$ cat config.mk
export PLATFORM = sky130hd
export DESIGN_NAME = distance_vector_route_table
export DESIGN_NICKNAME = d
export VERILOG_FILES = /design/src/hw/rtl/dvrt_pkg.sv /design/src/hw/rtl/dvrt_search.sv /design/src/hw/rtl/distance_vector_route_table.sv
export SDC_FILE = /design/constraint.sdc
export NUM_CORES = 2
export LEC_CHECK = 0
export BUFFER_PORTS_ARGS = -buffer_cell sky130_fd_sc_hd__buf_4
export CAP_MARGIN = 10
export CORE_UTILIZATION = 42
export CTS_BUF_LIST = sky130_fd_sc_hd__clkbuf_4
export DETAILED_ROUTE_END_ITERATION = 6
export PLACE_DENSITY = 0.69
export SLEW_MARGIN = 20
export SYNTH_ARGS = -nofsm -noshare
export SYNTH_HDL_FRONTEND = slang
export SYNTH_SLANG_ARGS = --single-unit
export TNS_END_PERCENT = 20
$ cat constraint.sdc
create_clock -name clk -period 25.2 [get_ports clk]
set_input_delay 0 -clock clk [delete_from_list [all_inputs] [get_ports clk]]
set_output_delay 0 -clock clk [all_outputs]
set_load 0.01 [all_outputs]
$ cat src/hw/rtl/dvrt_pkg.sv
// dvrt_pkg: shared types, codes and constants of the route table engine
// no dependencies
package dvrt_pkg;

    localparam int MaxKnown  = 32;
    localparam int IdxW      = $clog2(MaxKnown);
    localparam int CntW      = $clog2(MaxKnown + 1);
    localparam int ResultCap = 32;

    localparam logic [16:0] CostInf = 17'h1FFFF;
    localparam logic [15:0] CostMax = 16'hFFFF;

    typedef enum logic [2:0] {
        CMD_INIT    = 3'd0,
        CMD_ADD_NBR = 3'd1,
        CMD_VECTOR  = 3'd2,
        CMD_TIMEOUT = 3'd3,
        CMD_ADVERT  = 3'd4
    } cmd_t;

    typedef enum logic [1:0] {
        ST_DONE = 2'd0,
        ST_FULL = 2'd1,
        ST_ROW  = 2'd2
    } status_t;

    typedef enum logic {
        CFG_OWN_ID = 1'b0,
        CFG_LIMIT  = 1'b1
    } cfg_idx_t;

    typedef struct packed {
        logic [2:0]  command;
        logic [15:0] peer_id;
        logic [15:0] dest_id;
        logic [16:0] cost_value;
        logic        vector_first;
    } in_req_t;

    typedef struct packed {
        logic [1:0]  status;
        logic [15:0] row_dest;
        logic [16:0] row_cost;
        logic [15:0] row_next_hop;
        logic        renew_timer;
        logic        arm_timer;
        logic        last;
    } out_req_t;

    typedef enum logic [3:0] {
        S_IDLE,
        S_FIND_P,
        S_FIND_D,
        S_APPLY,
        S_TIMEOUT,
        S_ADVERT,
        S_EMIT,
        S_DONE
    } state_t;

    // one table row
    typedef struct packed {
        logic [15:0] dest;
        logic [16:0] cost;
        logic [15:0] link;
        logic [15:0] hop;
        logic        down;
    } row_t;

    // sequencer to search unit
    typedef struct packed {
        logic        start;
        logic [15:0] key;
    } srch_ctl_t;

    // search unit status
    typedef struct packed {
        logic            busy;
        logic            done;
        logic            found;
        logic [IdxW-1:0] idx;
    } srch_sts_t;

    // infinity-aware saturating add
    function automatic logic [16:0] add_cost(input logic [15:0] link, input logic [16:0] adv);
        logic [16:0] s;
        s = {1'b0, link} + {1'b0, adv[15:0]};
        if (adv[16])
            return CostInf;
        if (s[16])
            return {1'b0, CostMax};
        return s;
    endfunction

    // a > b, infinity largest
    function automatic logic cost_gt(input logic [16:0] a, input logic [16:0] b);
        if (b[16])
            return 1'b0;
        if (a[16])
            return 1'b1;
        return a[15:0] > b[15:0];
    endfunction

endpackage

$ cat src/hw/rtl/dvrt_search.sv
// dvrt_search: sequential id search over the table, one entry a cycle
// depends on dvrt_pkg
module dvrt_search
    import dvrt_pkg::*;
(
    input  logic            clk,
    input  logic            rst_n,
    input  srch_ctl_t       ctl,
    input  logic [CntW-1:0] count,
    input  logic [15:0]     rd_dest,
    output logic [IdxW-1:0] rd_idx,
    output srch_sts_t       sts
);

    logic            busy_reg, busy_next;
    logic            done_reg, done_next;
    logic            found_reg, found_next;
    logic [CntW-1:0] pos_reg, pos_next;
    logic [15:0]     key_reg, key_next;
    logic [IdxW-1:0] hit_reg, hit_next;

    assign rd_idx = pos_reg[IdxW-1:0];

    always_comb
    begin
        busy_next  = busy_reg;
        done_next  = 1'b0;
        found_next = found_reg;
        pos_next   = pos_reg;
        key_next   = key_reg;
        hit_next   = hit_reg;
        if (ctl.start)
        begin
            key_next   = ctl.key;
            pos_next   = '0;
            found_next = 1'b0;
            busy_next  = 1'b1;
        end
        else if (busy_reg)
        begin
            if (pos_reg >= count)
            begin
                busy_next = 1'b0;
                done_next = 1'b1;
            end
            else if (rd_dest == key_reg)
            begin
                found_next = 1'b1;
                hit_next   = pos_reg[IdxW-1:0];
                busy_next  = 1'b0;
                done_next  = 1'b1;
            end
            else
                pos_next = pos_reg + 1'b1;
        end
    end

    always_ff @(posedge clk or negedge rst_n)
    begin
        if (!rst_n)
        begin
            busy_reg  <= 1'b0;
            done_reg  <= 1'b0;
            found_reg <= 1'b0;
            pos_reg   <= '0;
        end
        else
        begin
            busy_reg  <= busy_next;
            done_reg  <= done_next;
            found_reg <= found_next;
            pos_reg   <= pos_next;
        end
    end

    always_ff @(posedge clk)
    begin
        key_reg <= key_next;
        hit_reg <= hit_next;
    end

    assign sts = '{busy: busy_reg, done: done_reg, found: found_reg, idx: hit_reg};

`ifndef ASSERT_OFF
    a_done_idle: assert property (@(posedge clk) disable iff (!rst_n)
        done_reg |-> !busy_reg) else $error("search done while busy");
    a_pos_bound: assert property (@(posedge clk) disable iff (!rst_n)
        busy_reg |-> pos_reg <= count) else $error("search ran past count");
    a_found_lt: assert property (@(posedge clk) disable iff (!rst_n)
        (done_reg && found_reg) |-> ({1'b0, hit_reg} < {1'b0, count}))
        else $error("hit beyond table");
`endif

endmodule

$ cat src/hw/rtl/distance_vector_route_table.sv
// distance_vector_route_table: distance-vector route table with poison reverse
// depends on dvrt_pkg and dvrt_search
//
// channel  | dir | handshake               | payload
// in_*     | in  | in_valid / in_stall     | in_data  (in_req_t)
// out_*    | out | out_valid / out_stall   | out_data (out_req_t)
// cfg_*    | in  | cfg_we                  | cfg_index, cfg_data
//
// one request at a time; a search walks the table one entry per cycle in the
// search unit; vector_entry runs a peer search and then a destination search,
// add_neighbor runs a peer search, and the timeout runs a peer search and then
// walks every row; advertise emits the rows in turn, and init writes the own row
// rst_n clears the count and control; table contents are undefined until init
// out_stall holds the result register; in_stall is high whenever busy, and a
// new request may be taken while the previous result still waits
module distance_vector_route_table
    import dvrt_pkg::*;
(
    input  logic        clk,
    input  logic        rst_n,
    input  logic        in_valid,
    output logic        in_stall,
    input  in_req_t     in_data,
    output logic        out_valid,
    input  logic        out_stall,
    output out_req_t    out_data,
    input  logic        cfg_we,
    input  logic [0:0]  cfg_index,
    input  logic [15:0] cfg_data
);

    // configuration registers
    logic [15:0] own_id_reg;
    logic [5:0]  limit_reg;

    always_ff @(posedge clk or negedge rst_n)
    begin
        if (!rst_n)
        begin
            own_id_reg <= '0;
            limit_reg  <= 6'd20;
        end
        else if (cfg_we)
        begin
            unique case (cfg_index)
                CFG_OWN_ID: own_id_reg <= cfg_data;
                CFG_LIMIT:  limit_reg  <= cfg_data[5:0];
                default: ;
            endcase
        end
    end

    // effective limit, capped at table depth and result cap
    localparam int LimCap = (MaxKnown < ResultCap) ? MaxKnown : ResultCap;
    logic [CntW:0] eff_limit;
    always_comb
    begin
        if ({1'b0, limit_reg} > 7'(LimCap))
            eff_limit = (CntW+1)'(LimCap);
        else
            eff_limit = (CntW+1)'(limit_reg);
    end

    // table rows live in a flip-flop array (32 deep, one row per address)
    row_t            tbl [MaxKnown];
    logic [CntW-1:0] count_reg, count_next;

    state_t          state_reg, state_next;
    in_req_t         req_reg;
    logic [CntW-1:0] walk_reg, walk_next;
    logic            p_found_reg;
    logic [IdxW-1:0] p_idx_reg;
    row_t            p_row_reg;
    out_req_t        res_reg, res_next;
    logic            ovalid_reg, ovalid_next;

    // outcome of the applied request, held until the result slot is free
    logic [1:0]      fin_st_reg, fin_st_next;
    logic            fin_renew_reg, fin_renew_next;
    logic            fin_arm_reg, fin_arm_next;

    // write port
    logic            wr_en;
    logic [IdxW-1:0] wr_idx;
    row_t            wr_row;

    // search unit
    srch_ctl_t       s_ctl;
    srch_sts_t       s_sts;
    logic [IdxW-1:0] s_rd_idx;
    logic [15:0]     s_rd_dest;

    assign s_rd_dest = tbl[s_rd_idx].dest;

    dvrt_search u_search (
        .clk     (clk),
        .rst_n   (rst_n),
        .ctl     (s_ctl),
        .count   (count_reg),
        .rd_dest (s_rd_dest),
        .rd_idx  (s_rd_idx),
        .sts     (s_sts)
    );

    // read of the row under the walk pointer
    row_t walk_row;
    assign walk_row = tbl[walk_reg[IdxW-1:0]];

    logic [16:0] cval;
    assign cval = req_reg.cost_value[16] ? CostInf : {1'b0, req_reg.cost_value[15:0]};

    logic [15:0] link_v;
    logic [16:0] sum_v;
    assign link_v = p_found_reg ? p_row_reg.link : 16'd0;
    assign sum_v  = add_cost(link_v, cval);

    logic accept_in, take_out;
    assign accept_in = in_valid && !in_stall;
    assign take_out  = ovalid_reg && !out_stall;
    assign in_stall  = (state_reg != S_IDLE);

    // next state
    always_comb
    begin
        state_next = state_reg;
        unique case (state_reg)
            S_IDLE:
                if (accept_in)
                begin
                    if (in_data.command == CMD_INIT || in_data.command > CMD_ADVERT)
                        state_next = S_DONE;
                    else if (in_data.command == CMD_ADVERT)
                        state_next = S_ADVERT;
                    else
                        state_next = S_FIND_P;
                end
            S_FIND_P:
                if (s_sts.done)
                begin
                    if (req_reg.command == CMD_VECTOR)
                        state_next = S_FIND_D;
                    else if (req_reg.command == CMD_TIMEOUT)
                        state_next = S_TIMEOUT;
                    else
                        state_next = S_APPLY;
                end
            S_FIND_D:
                if (s_sts.done)
                    state_next = S_APPLY;
            S_APPLY:   state_next = S_DONE;
            S_TIMEOUT:
                if (walk_reg >= count_reg)
                    state_next = S_DONE;
            S_ADVERT:
                if (count_reg == '0)
                    state_next = S_DONE;
                else if (!ovalid_reg || take_out)
                    state_next = S_EMIT;
            S_EMIT:
                if (!ovalid_reg || take_out)
                    state_next = (walk_reg + 1'b1 >= count_reg) ? S_IDLE : S_EMIT;
            S_DONE:
                if (!ovalid_reg || take_out)
                    state_next = S_IDLE;
            default: state_next = S_IDLE;
        endcase
    end

    // outputs and datapath
    logic        p_found_next;
    logic [IdxW-1:0] p_idx_next;
    logic        d_found;
    row_t        d_row, nr;
    logic [1:0]  st_v;
    logic        rearm_v, arm_v;

    always_comb
    begin
        s_ctl          = '{start: 1'b0, key: req_reg.peer_id};
        walk_next      = walk_reg;
        count_next     = count_reg;
        wr_en          = 1'b0;
        wr_idx         = '0;
        wr_row         = '0;
        res_next       = res_reg;
        ovalid_next    = ovalid_reg && !take_out;
        p_found_next   = p_found_reg;
        p_idx_next     = p_idx_reg;
        fin_st_next    = fin_st_reg;
        fin_renew_next = fin_renew_reg;
        fin_arm_next   = fin_arm_reg;
        d_found        = s_sts.found;
        d_row          = tbl[s_sts.idx];
        nr             = d_row;
        st_v           = ST_DONE;
        rearm_v        = 1'b0;
        arm_v          = 1'b0;

        unique case (state_reg)
            S_IDLE:
                if (accept_in)
                begin
                    s_ctl          = '{start: 1'b1, key: in_data.peer_id};
                    walk_next      = '0;
                    fin_st_next    = ST_DONE;
                    fin_renew_next = 1'b0;
                    fin_arm_next   = 1'b0;
                    if (in_data.command == CMD_INIT)
                    begin
                        count_next = CntW'(1);
                        wr_en      = 1'b1;
                        wr_row     = '{dest: own_id_reg, cost: '0, link: '0, hop: '0,
                                       down: 1'b0};
                    end
                end
            S_FIND_P:
                if (s_sts.done)
                begin
                    p_found_next = s_sts.found;
                    p_idx_next   = s_sts.idx;
                    if (req_reg.command == CMD_VECTOR)
                        s_ctl = '{start: 1'b1, key: req_reg.dest_id};
                    if (req_reg.command == CMD_TIMEOUT && s_sts.found)
                    begin
                        wr_en  = 1'b1;
                        wr_idx = s_sts.idx;
                        wr_row = tbl[s_sts.idx];
                        wr_row.down = 1'b1;
                    end
                end
            S_FIND_D:
                ;
            S_APPLY:
                if (req_reg.command == CMD_ADD_NBR)
                begin
                    wr_row = '{dest: req_reg.peer_id,
                               cost: {1'b0, cval[16] ? CostMax : cval[15:0]},
                               link: cval[16] ? CostMax : cval[15:0],
                               hop: req_reg.peer_id, down: 1'b0};
                    if (p_found_reg)
                    begin
                        wr_en  = 1'b1;
                        wr_idx = p_idx_reg;
                    end
                    else if ({1'b0, count_reg} >= eff_limit)
                        st_v = ST_FULL;
                    else
                    begin
                        wr_en      = 1'b1;
                        wr_idx     = count_reg[IdxW-1:0];
                        count_next = count_reg + 1'b1;
                    end
                    fin_st_next = st_v;
                end
                else
                begin
                    rearm_v = req_reg.vector_first && !(p_found_reg && p_row_reg.down);
                    if (!d_found)
                    begin
                        if ({1'b0, count_reg} >= eff_limit)
                            st_v = ST_FULL;
                        else
                        begin
                            wr_en      = 1'b1;
                            wr_idx     = count_reg[IdxW-1:0];
                            count_next = count_reg + 1'b1;
                            wr_row     = '{dest: req_reg.dest_id, cost: sum_v, link: '0,
                                           hop: cval[16] ? 16'd0 : req_reg.peer_id,
                                           down: 1'b0};
                        end
                    end
                    else
                    begin
                        wr_en  = 1'b1;
                        wr_idx = s_sts.idx;
                        if (req_reg.dest_id == req_reg.peer_id)
                        begin
                            if (d_row.down)
                            begin
                                arm_v   = 1'b1;
                                nr.down = 1'b0;
                            end
                            if (d_row.cost[16] || cost_gt(d_row.cost, sum_v))
                            begin
                                nr.cost = {1'b0, d_row.link};
                                nr.hop  = req_reg.peer_id;
                            end
                        end
                        else if (d_row.hop == '0 && d_row.cost[16])
                        begin
                            if (!cval[16])
                            begin
                                nr.hop  = req_reg.peer_id;
                                nr.cost = sum_v;
                            end
                        end
                        else if (d_row.hop != req_reg.peer_id)
                        begin
                            if (!cval[16] && cost_gt(d_row.cost, sum_v))
                            begin
                                nr.hop  = req_reg.peer_id;
                                nr.cost = sum_v;
                            end
                        end
                        else if (!cval[16])
                            nr.cost = sum_v;
                        else
                        begin
                            nr.cost = CostInf;
                            nr.hop  = '0;
                        end
                        wr_row = nr;
                    end
                    fin_st_next    = st_v;
                    fin_renew_next = rearm_v;
                    fin_arm_next   = arm_v;
                end
            S_TIMEOUT:
                if (walk_reg < count_reg)
                begin
                    if (req_reg.peer_id != '0 && walk_row.hop == req_reg.peer_id)
                    begin
                        wr_en       = 1'b1;
                        wr_idx      = walk_reg[IdxW-1:0];
                        wr_row      = walk_row;
                        wr_row.cost = CostInf;
                        wr_row.hop  = '0;
                    end
                    walk_next = walk_reg + 1'b1;
                end
            S_ADVERT:
                walk_next = '0;
            S_EMIT:
                if (!ovalid_reg || take_out)
                begin
                    res_next = '{status: ST_ROW, row_dest: walk_row.dest,
                                 row_cost: (req_reg.peer_id != '0 &&
                                            walk_row.hop == req_reg.peer_id)
                                           ? CostInf : walk_row.cost,
                                 row_next_hop: walk_row.hop, renew_timer: 1'b0,
                                 arm_timer: 1'b0,
                                 last: (walk_reg + 1'b1 >= count_reg)};
                    ovalid_next = 1'b1;
                    walk_next   = walk_reg + 1'b1;
                end
            S_DONE:
                if (!ovalid_reg || take_out)
                begin
                    res_next = '{status: fin_st_reg, row_dest: '0, row_cost: '0,
                                 row_next_hop: '0, renew_timer: fin_renew_reg,
                                 arm_timer: fin_arm_reg, last: 1'b1};
                    ovalid_next = 1'b1;
                end
            default: ;
        endcase
    end

    always_ff @(posedge clk or negedge rst_n)
    begin
        if (!rst_n)
        begin
            state_reg   <= S_IDLE;
            count_reg   <= '0;
            ovalid_reg  <= 1'b0;
            walk_reg    <= '0;
        end
        else
        begin
            state_reg   <= state_next;
            count_reg   <= count_next;
            ovalid_reg  <= ovalid_next;
            walk_reg    <= walk_next;
        end
    end

    always_ff @(posedge clk)
    begin
        if (accept_in)
            req_reg <= in_data;
        res_reg       <= res_next;
        p_found_reg   <= p_found_next;
        p_idx_reg     <= p_idx_next;
        fin_st_reg    <= fin_st_next;
        fin_renew_reg <= fin_renew_next;
        fin_arm_reg   <= fin_arm_next;
        if (state_reg == S_FIND_P && s_sts.done)
            p_row_reg <= tbl[s_sts.idx];
        if (wr_en)
            tbl[wr_idx] <= wr_row;
    end

    assign out_valid = ovalid_reg;
    assign out_data  = res_reg;

`ifndef ASSERT_OFF
    a_count_cap: assert property (@(posedge clk) disable iff (!rst_n)
        {1'b0, count_reg} <= (CntW+1)'(MaxKnown)) else $error("count overflow");
    a_busy_stall: assert property (@(posedge clk) disable iff (!rst_n)
        (state_reg != S_IDLE) |-> in_stall) else $error("ready while busy");
    a_out_hold: assert property (@(posedge clk) disable iff (!rst_n)
        (ovalid_reg && out_stall) |=> (ovalid_reg && $stable(res_reg)))
        else $error("stalled result changed");
`endif

endmodule
# Yosys cells after proc, flatten, opt, wreduce, memory -nomap -nowiden

Memories as Yosys holds them, arrays and structs flattened. A register that Yosys moved wholly into a read port is not among the register bits.
Index checks and enable logic that the tools add are counted.

Input port bits: 75
Memory bits (writable): 2112
Flip-flop bits (word level): 203
Output and inout port bits: 56
Memories: 1
Logic and storage cells: 284

Memory list:

| name | words | bits a word | read ports | clocked after memory_dff | wr ports | line                              | text |
|---|---|---|---|---|---|---|---|
| tbl  | 32    | 66          | 3          | 1                        | 1        | distance_vector_route_table.sv:65 | `row_t tbl [MaxKnown];` |

Equal/unequal tests: 29
$lt $le $gt $ge: 8
Muxes and demuxes: 165
Bitwise operators: 3
$add $sub $neg: 4
Reductions and logical operators: 43

Operator list:

| cell                                                                  | count |
|---|---|
| 66-bit 2-to-1 mux                                                     | 9 |
| 17-bit 2-to-1 mux                                                     | 16 |
| 66-bit case mux with 4 select lines                                   | 1 |
| 16-bit 2-to-1 mux                                                     | 10 |
| 54-bit 2-to-1 mux                                                     | 2 |
| 54-bit case mux with 2 select lines                                   | 1 |
| 6-bit 2-to-1 mux                                                      | 14 |
| 1-bit 2-to-1 mux                                                      | 78 |
| 16-bit equality test                                                  | 3 |
| 5-bit 2-to-1 mux                                                      | 9 |
| 17-bit case mux with 2 select lines                                   | 1 |
| 4-bit 2-to-1 mux                                                      | 8 |
| 4-bit case mux with 8 select lines                                    | 1 |
| 6-bit case mux with 4 select lines                                    | 1 |
| 6-bit by 1-bit adder with 6-bit output, second input constant         | 3 |
| 6-bit greater-or-equal comparator                                     | 3 |
| 2-bit inequality test, second input constant                          | 9 |
| 16-bit by 16-bit adder with 17-bit output                             | 1 |
| 4-bit by 3-bit equality test with 1-bit output, second input constant | 4 |
| 16-bit > comparator                                                   | 1 |
| 16-bit zero test                                                      | 1 |
| 16-bit inequality test                                                | 1 |
| 16-bit nonzero test                                                   | 1 |
| 3-bit 2-to-1 mux                                                      | 5 |
| 32 further kinds                                                      | 69 |

# Logic depth before layout (Yosys ltp)

Word-level depth: 36
Gate-level depth with buffers: 30
Mapped depth without buffers: 24

# By module

A second synthesis with hierarchy kept.

Cells, all modules: 5810
Area total of the unflattened synthesis: 113784.1 sq um

By module, submodules not included:

| module                      | area an instance (sq um) | times used | sequential area each (sq um) | cells each |
|---|---|---|---|---|
| distance_vector_route_table | 112301.5                 | 1          | 68368.1                      | 5694 |
| dvrt_search                 | 1482.7                   | 1          | 855.8                        | 116 |

# Worst setup path after synthesis

No wires, ideal clock.

Kind: register -> register
Start: register state_reg[2]
End: memory tbl[18][0] in the netlist's numbering, enable pin
Library setup time: 572 ps
Path slack: 15087 ps
Path buffers: 1
Required time: 24628 ps
Cell stages (with the launch flop): 8
Period minus slack after synthesis: 10113 ps
Arrival: 9541 ps
Cells stage by stage: dfrtp_1 > clkbuf_1 > nor4b_1 > nand3_1 > nand2_1 > a221o_1 > a21oi_1 > nor3_1

Longest elaborated chain between the ends: 7
Elaborated cells on any way between the ends: 12
Classes of those cells: eq/ne: 3; mux: 5; reduce/logical: 4

Ends and longest elaborated chain:

| item                                   | line                               | text |
|---|---|---|
| start, declared                        | distance_vector_route_table.sv:68  | `state_t state_reg, state_next;` |
| start signal, assigned                 | distance_vector_route_table.sv:369 | `state_reg <= state_next;` |
| 4-bit nonzero test                     | distance_vector_route_table.sv:120 | `assign in_stall = (state_reg != S_IDLE);` |
| 1-bit zero test                        | distance_vector_route_table.sv:118 | `assign accept_in = in_valid && !in_stall;` |
| 1-bit logical AND                      | distance_vector_route_table.sv:118 |  |
| 1-bit 2-to-1 mux                       | distance_vector_route_table.sv:201 | `if (accept_in)` |
| 1-bit case mux with 4 select lines     | distance_vector_route_table.sv:199 | `unique case (state_reg)` |
| 1-bit 2-to-1 mux                       | distance_vector_route_table.sv:388 | `if (wr_en)` |
| 1-bit 2-to-1 mux (implied by the code) | distance_vector_route_table.sv:389 | `tbl[wr_idx] <= wr_row;` |
| end, declared                          | distance_vector_route_table.sv:65  |  |

Several ways; a longest one is shown, not always the timed one.

# Worst setup path after layout

Start: register walk_reg[0]
End: memory tbl[27][30] in the netlist's numbering, enable pin

Longest elaborated chain between the ends: 8
Elaborated cells on any way between the ends: 12
Classes of those cells: order compare: 1; eq/ne: 1; mux: 8; reduce/logical: 1; memory: 1

Ends and longest elaborated chain:

| item                                   | line                               | text |
|---|---|---|
| start, declared                        | distance_vector_route_table.sv:70  | `logic [CntW-1:0] walk_reg, walk_next;` |
| start signal, assigned                 | distance_vector_route_table.sv:372 | `walk_reg <= walk_next;` |
| memory read 32 x 66 bit                | --                                 |  |
| 16-bit equality test                   | distance_vector_route_table.sv:321 | `if (req_reg.peer_id != '0 && walk_row.hop == req_reg.peer_id)` |
| 1-bit logical AND                      | distance_vector_route_table.sv:321 |  |
| 1-bit 2-to-1 mux                       | distance_vector_route_table.sv:321 |  |
| 1-bit 2-to-1 mux                       | distance_vector_route_table.sv:319 | `if (walk_reg < count_reg)` |
| 1-bit case mux with 4 select lines     | distance_vector_route_table.sv:199 |  |
| 1-bit 2-to-1 mux                       | distance_vector_route_table.sv:388 |  |
| 1-bit 2-to-1 mux (implied by the code) | distance_vector_route_table.sv:389 |  |

Several ways; a longest one is shown, not always the timed one.

==> summary.json <==
{
  "outcome": {"value": "finished with violations"},
  "violations_in_the_final_reports": {"value": "design-rule violations"},
  "die-width": {"value": 524, "unit": "µm"},
  "setup_slack": {"value": 16.25, "unit": "ns"},
  "multi_input_gate_area": {"value": 43400, "unit": "µm²"},
  "worst-endpoint-arrival": {"value": 9.84, "unit": "ns"},
  "seqPwrFrac": {"value": 55.6, "unit": "%"},
  "mapped_area": {"value": 115000, "unit": "µm²"},
  "via_per_inst": {"value": 6.76},
  "synth_edf_count": {"value": 2266},
  "clk-insertion-delay-late": {"value": 1.40, "unit": "ns"},
  "area.sequential": {"value": 69400, "unit": "µm²"},
  "path_class_of_the_lowest_slack_min_delay_path": {"value": "input port to flip-flop"},
  "die_y": {"value": 524, "unit": "µm"},
  "largest_reg_flops": {"value": 2112},
  "grt_setup_unrepaired": {"value": "false"},
  "p_int": {"value": 5.88, "unit": "mW"},
  "worstMarginPinSlew": {"value": 1.26, "unit": "ns"},
  "route.detailed.drc": {"value": 1},
  "detailedRoute.firstIterationViolations": {"value": 11400},
  "pwr_density_cell": {"value": 57.9, "unit": "nW/µm²"},
  "ys_async_sr_fraction": {"value": 2.03, "unit": "%"},
  "tritoncts.num_buffers": {"value": 604},
  "detailed_place.area": {"value": 120000, "unit": "µm²"},
  "path_class": {"value": "flip-flop to flip-flop"},
  "final_cell_count_no_fill": {"value": 10800},
  "clock-root-buffer": {"value": "sky130_fd_sc_hd__clkbuf_4"},
  "power_switching": {"value": 1.64, "unit": "mW"},
  "synth_sequential_area_ratio": {"value": 60.5, "unit": "%"},
  "min_from": {"value": "in_data[38]"},
  "cts_max_level": {"value": 6},
  "vias": {"value": 73100},
  "ys.warnings.count": {"value": 0},
  "synth.distinct_cells": {"value": 90},
  "drtAntennaViolNets": {"value": 0},
  "wire_per_inst": {"value": 35.1, "unit": "µm"},
  "ir_drop": {"value": 32.9, "unit": "µV"},
  "setup-violations-final": {"value": 0},
  "power_frac_comb": {"value": 0.8, "unit": "%"},
  "p_sw_share": {"value": 21.8, "unit": "%"},
  "grt_pass1_wl": {"value": 535000, "unit": "µm"},
  "final_weighted_congestion_in_routability_driven_placement": {"value": 0.955},
  "cellLeakagePower": {"value": 36.7, "unit": "nW"},
  "post_synth_inst_count": {"value": 6119},
  "num_rows": {"value": 191},
  "clock.fmax": {"value": 0.112, "unit": "GHz"},
  "timing.max_cap.violations": {"value": 0},
  "crit_start": {"value": "walk_reg[0]"},
  "drive_above_1_share": {"value": 38.5, "unit": "%"},
  "yosys_most_used_dff": {"value": "sky130_fd_sc_hd__edfxtp_1"},
  "post-route-period-util": {"value": 35.5, "unit": "%"},
  "port_buffers": {"value": 130},
  "drt-pass1-iter-count": {"value": 7},
  "numClockSinks": {"value": 2318},
  "required": {"value": 26.09, "unit": "ns"},
  "dpl.cell_count": {"value": 9561},
  "initial_antenna_violation_count": {"value": 14},
  "wirelength": {"value": 380000, "unit": "µm"},
  "tritoncts": {"value": "done"},
  "critical_path.startpoint_type": {"value": "flip-flop"},
  "regToRegStartpoint": {"value": "walk_reg[0]"},
  "vias_in_the_first_global_route": {"value": 73100},
  "boundaryPins": {"value": 131},
  "final.min_clock_period": {"value": 8.95, "unit": "ns"},
  "num-fill-cells": {"value": 22500},
  "synth_area_leader_cell": {"value": "sky130_fd_sc_hd__edfxtp_1"},
  "grt_util_all_layers": {"value": 27.4, "unit": "%"},
  "synth.top_cells.by_area": {"value": "sky130_fd_sc_hd__edfxtp_1 59%, sky130_fd_sc_hd__mux4_2 25%, sky130_fd_sc_hd__mux2i_1 2.8%"},
  "starting_utilization_of_the_core_area": {"value": 42.3, "unit": "%"},
  "grt_start_max_net_pins": {"value": 135},
  "core_area": {"value": 271000, "unit": "µm²"},
  "end_kind": {"value": "flip-flop"},
  "finClkSkew": {"value": 0.142, "unit": "ns"},
  "place_worst_setup_slack": {"value": 16.38, "unit": "ns"},
  "area.growth.synth_to_final": {"value": 13.4, "unit": "%"},
  "post_synth.cell_area_avg": {"value": 18.7, "unit": "µm²"},
  "slew_violations": {"value": 0},
  "synth.ff_latch_count": {"value": 2318},
  "floorplan.die_area": {"value": 275000, "unit": "µm²"},
  "power.clock.fraction": {"value": 43.6, "unit": "%"},
  "globalRoute.totalOverflow": {"value": 0},
  "worst_setup_hold_path_clk_slew": {"value": 0.07, "unit": "ns"},
  "finalInstanceArea": {"value": 130000, "unit": "µm²"},
  "critical_path.max_fanout": {"value": 125},
  "final_nets": {"value": 6946},
  "hpwl": {"value": 220000, "unit": "µm"},
  "maxSlewHeadroom": {"value": 15.7, "unit": "%"},
  "synth.net_count": {"value": 6257},
  "whs": {"value": 0.0943, "unit": "ns"},
  "timing.final.hold_violations": {"value": 0},
  "tns": {"value": 0, "unit": "ns"},
  "cts_max_path_buffers": {"value": 4},
  "synth_top_area_share": {"value": 59.4, "unit": "%"}
}
[stage by stage]
step / util [%] / total power, mW
6_report: 47.9 / 7.52
3_3_place_gp: 44.3 / 4.29
3_5_place_dp: 44.4 / 4.29
5_1_grt: 47.9 / 7.75
4_1_cts: 47.9 / 7.55
2_1_floorplan: - / 4.27
[per-layer routing]
metal  part of all wire, %  vias to the layer above  track usage (%)  wire length [µm]
li1                      -                    28100                -                 -
met4                   5.7                       12             13.9             21600
met3                    13                     1054             7.61             49600
met5                 0.024                        -                0                91
met1                    36                    38000             36.2            136000
met2                    45                     5910             41.7            173000
[Yosys cell counts, types with 18 or more instances]
| master | instances |
|---|---|
| sky130_fd_sc_hd__a221oi_1 | 54 |
| sky130_fd_sc_hd__nand2_1 | 222 |
| sky130_fd_sc_hd__nor4_1 | 26 |
| sky130_fd_sc_hd__nand3_1 | 90 |
| sky130_fd_sc_hd__buf_1 | 93 |
| sky130_fd_sc_hd__xor2_1 | 27 |
| sky130_fd_sc_hd__a22oi_1 | 118 |
| sky130_fd_sc_hd__o22ai_1 | 18 |
| sky130_fd_sc_hd__xnor2_1 | 60 |
| sky130_fd_sc_hd__mux2i_1 | 317 |
| sky130_fd_sc_hd__inv_1 | 63 |
| sky130_fd_sc_hd__or2_2 | 22 |
| sky130_fd_sc_hd__clkbuf_1 | 262 |
| sky130_fd_sc_hd__mux4_2 | 1285 |
| sky130_fd_sc_hd__nor3_1 | 32 |
| sky130_fd_sc_hd__ha_1 | 62 |
| sky130_fd_sc_hd__a21oi_1 | 130 |
| sky130_fd_sc_hd__o21ai_0 | 191 |
| sky130_fd_sc_hd__mux2_2 | 93 |
| sky130_fd_sc_hd__and2_1 | 32 |
| sky130_fd_sc_hd__buf_4 | 34 |
| sky130_fd_sc_hd__buf_2 | 78 |
| sky130_fd_sc_hd__dfrtp_1 | 45 |
| sky130_fd_sc_hd__a21o_1 | 22 |
| sky130_fd_sc_hd__nor2_1 | 152 |
| sky130_fd_sc_hd__edfxtp_1 | 2266 |
| sky130_fd_sc_hd__nand4_1 | 26 |
| sky130_fd_sc_hd__nor2b_1 | 18 |
[critical path, stage by stage (launching register included)]
cell,delay [ns]
sky130_fd_sc_hd__dfrtp_4,0.70
sky130_fd_sc_hd__buf_12,0.76
sky130_fd_sc_hd__buf_4,0.81
sky130_fd_sc_hd__mux4_2,0.59
sky130_fd_sc_hd__mux4_2,0.52
sky130_fd_sc_hd__mux2i_1,0.48
sky130_fd_sc_hd__xnor2_1,0.17
sky130_fd_sc_hd__nor3_1,0.24
sky130_fd_sc_hd__nand3_1,0.12
sky130_fd_sc_hd__or4_4,0.78
sky130_fd_sc_hd__o21ai_1,0.59
sky130_fd_sc_hd__nand3_1,0.50
sky130_fd_sc_hd__nor2_4,0.94
sky130_fd_sc_hd__buf_4,0.98
[cell usage in the layout (no fill, tap or decap), types with 93 or more instances in the layout]
cell / n
sky130_fd_sc_hd__a21oi_1: 129
sky130_fd_sc_hd__dlygate4sd3_1: 203
sky130_fd_sc_hd__clkinv_1: 102
sky130_fd_sc_hd__edfxtp_1: 2266
sky130_fd_sc_hd__mux2i_1: 317
sky130_fd_sc_hd__nand2_1: 221
sky130_fd_sc_hd__mux2_2: 93
sky130_fd_sc_hd__o21ai_0: 157
sky130_fd_sc_hd__a22oi_1: 118
sky130_fd_sc_hd__clkbuf_4: 858
sky130_fd_sc_hd__buf_4: 334
sky130_fd_sc_hd__mux4_2: 1285
sky130_fd_sc_hd__nor2_1: 121
[layout make-up]
class	count	area share (%)
tap	3570	3.44
timing repair buffer	560	3.79
inverter	66	0.204
clock inverter	172	0.798
clock buffer	858	4.96
sequential	2318	53.4
antenna	14	0.0270
multi-input combinational	3258	33.4
[power groups by stage]
stage / Clock, mW / Sequential (mW) / Combinational (mW)
after global placement: 0 / 4.26 / 0.0301
after detailed placement: 0 / 4.26 / 0.0309
final: 3.28 / 4.18 / 0.0612
after CTS: 3.32 / 4.18 / 0.0588
after floorplan: 0 / 4.26 / 0.0102
after global routing: 3.51 / 4.17 / 0.0644
[what timing repair did]
| item | CTS | global route |
|---|---|---|
| endpoints found under the setup margin | 0 | 0 |
| hold endpoints to repair | 534 | 0 |
| hold buffers | 205 | 0 |
| setup buffers | 0 | 0 |
| resized for setup | 0 | 0 |
[kinds of logic (layout without fill, tap and decap cells)]
kind of cell / Yosys count / after routing / synth area share (%)
fa+ha+maj: 63 / 63 / 0.695
flops: 2318 / 2318 / 60.5
other cells: 0 / 14 / 0
compound gates: 717 / 717 / 4.20
buf+inv: 543 / 1656 / 2.04
xor+xnor: 87 / 87 / 0.665
simple gates: 694 / 694 / 2.91
mux: 1697 / 1697 / 29.0
[path summary, 6_finish.rpt]
kind                             endpoint  slack [ns]  cells past startpoint
min in group asynchronous  own_id_reg[14]        0.32                      5
max reg2reg                   tbl[27][30]       16.25                     13
max in group asynchronous    limit_reg[4]       24.54                      5
min reg2reg                  p_idx_reg[0]        0.50                      0
min                           req_reg[38]        0.09                      3
max                           tbl[27][30]       16.25                     13
No activity file was read; power rests on OpenSTA's default activity.
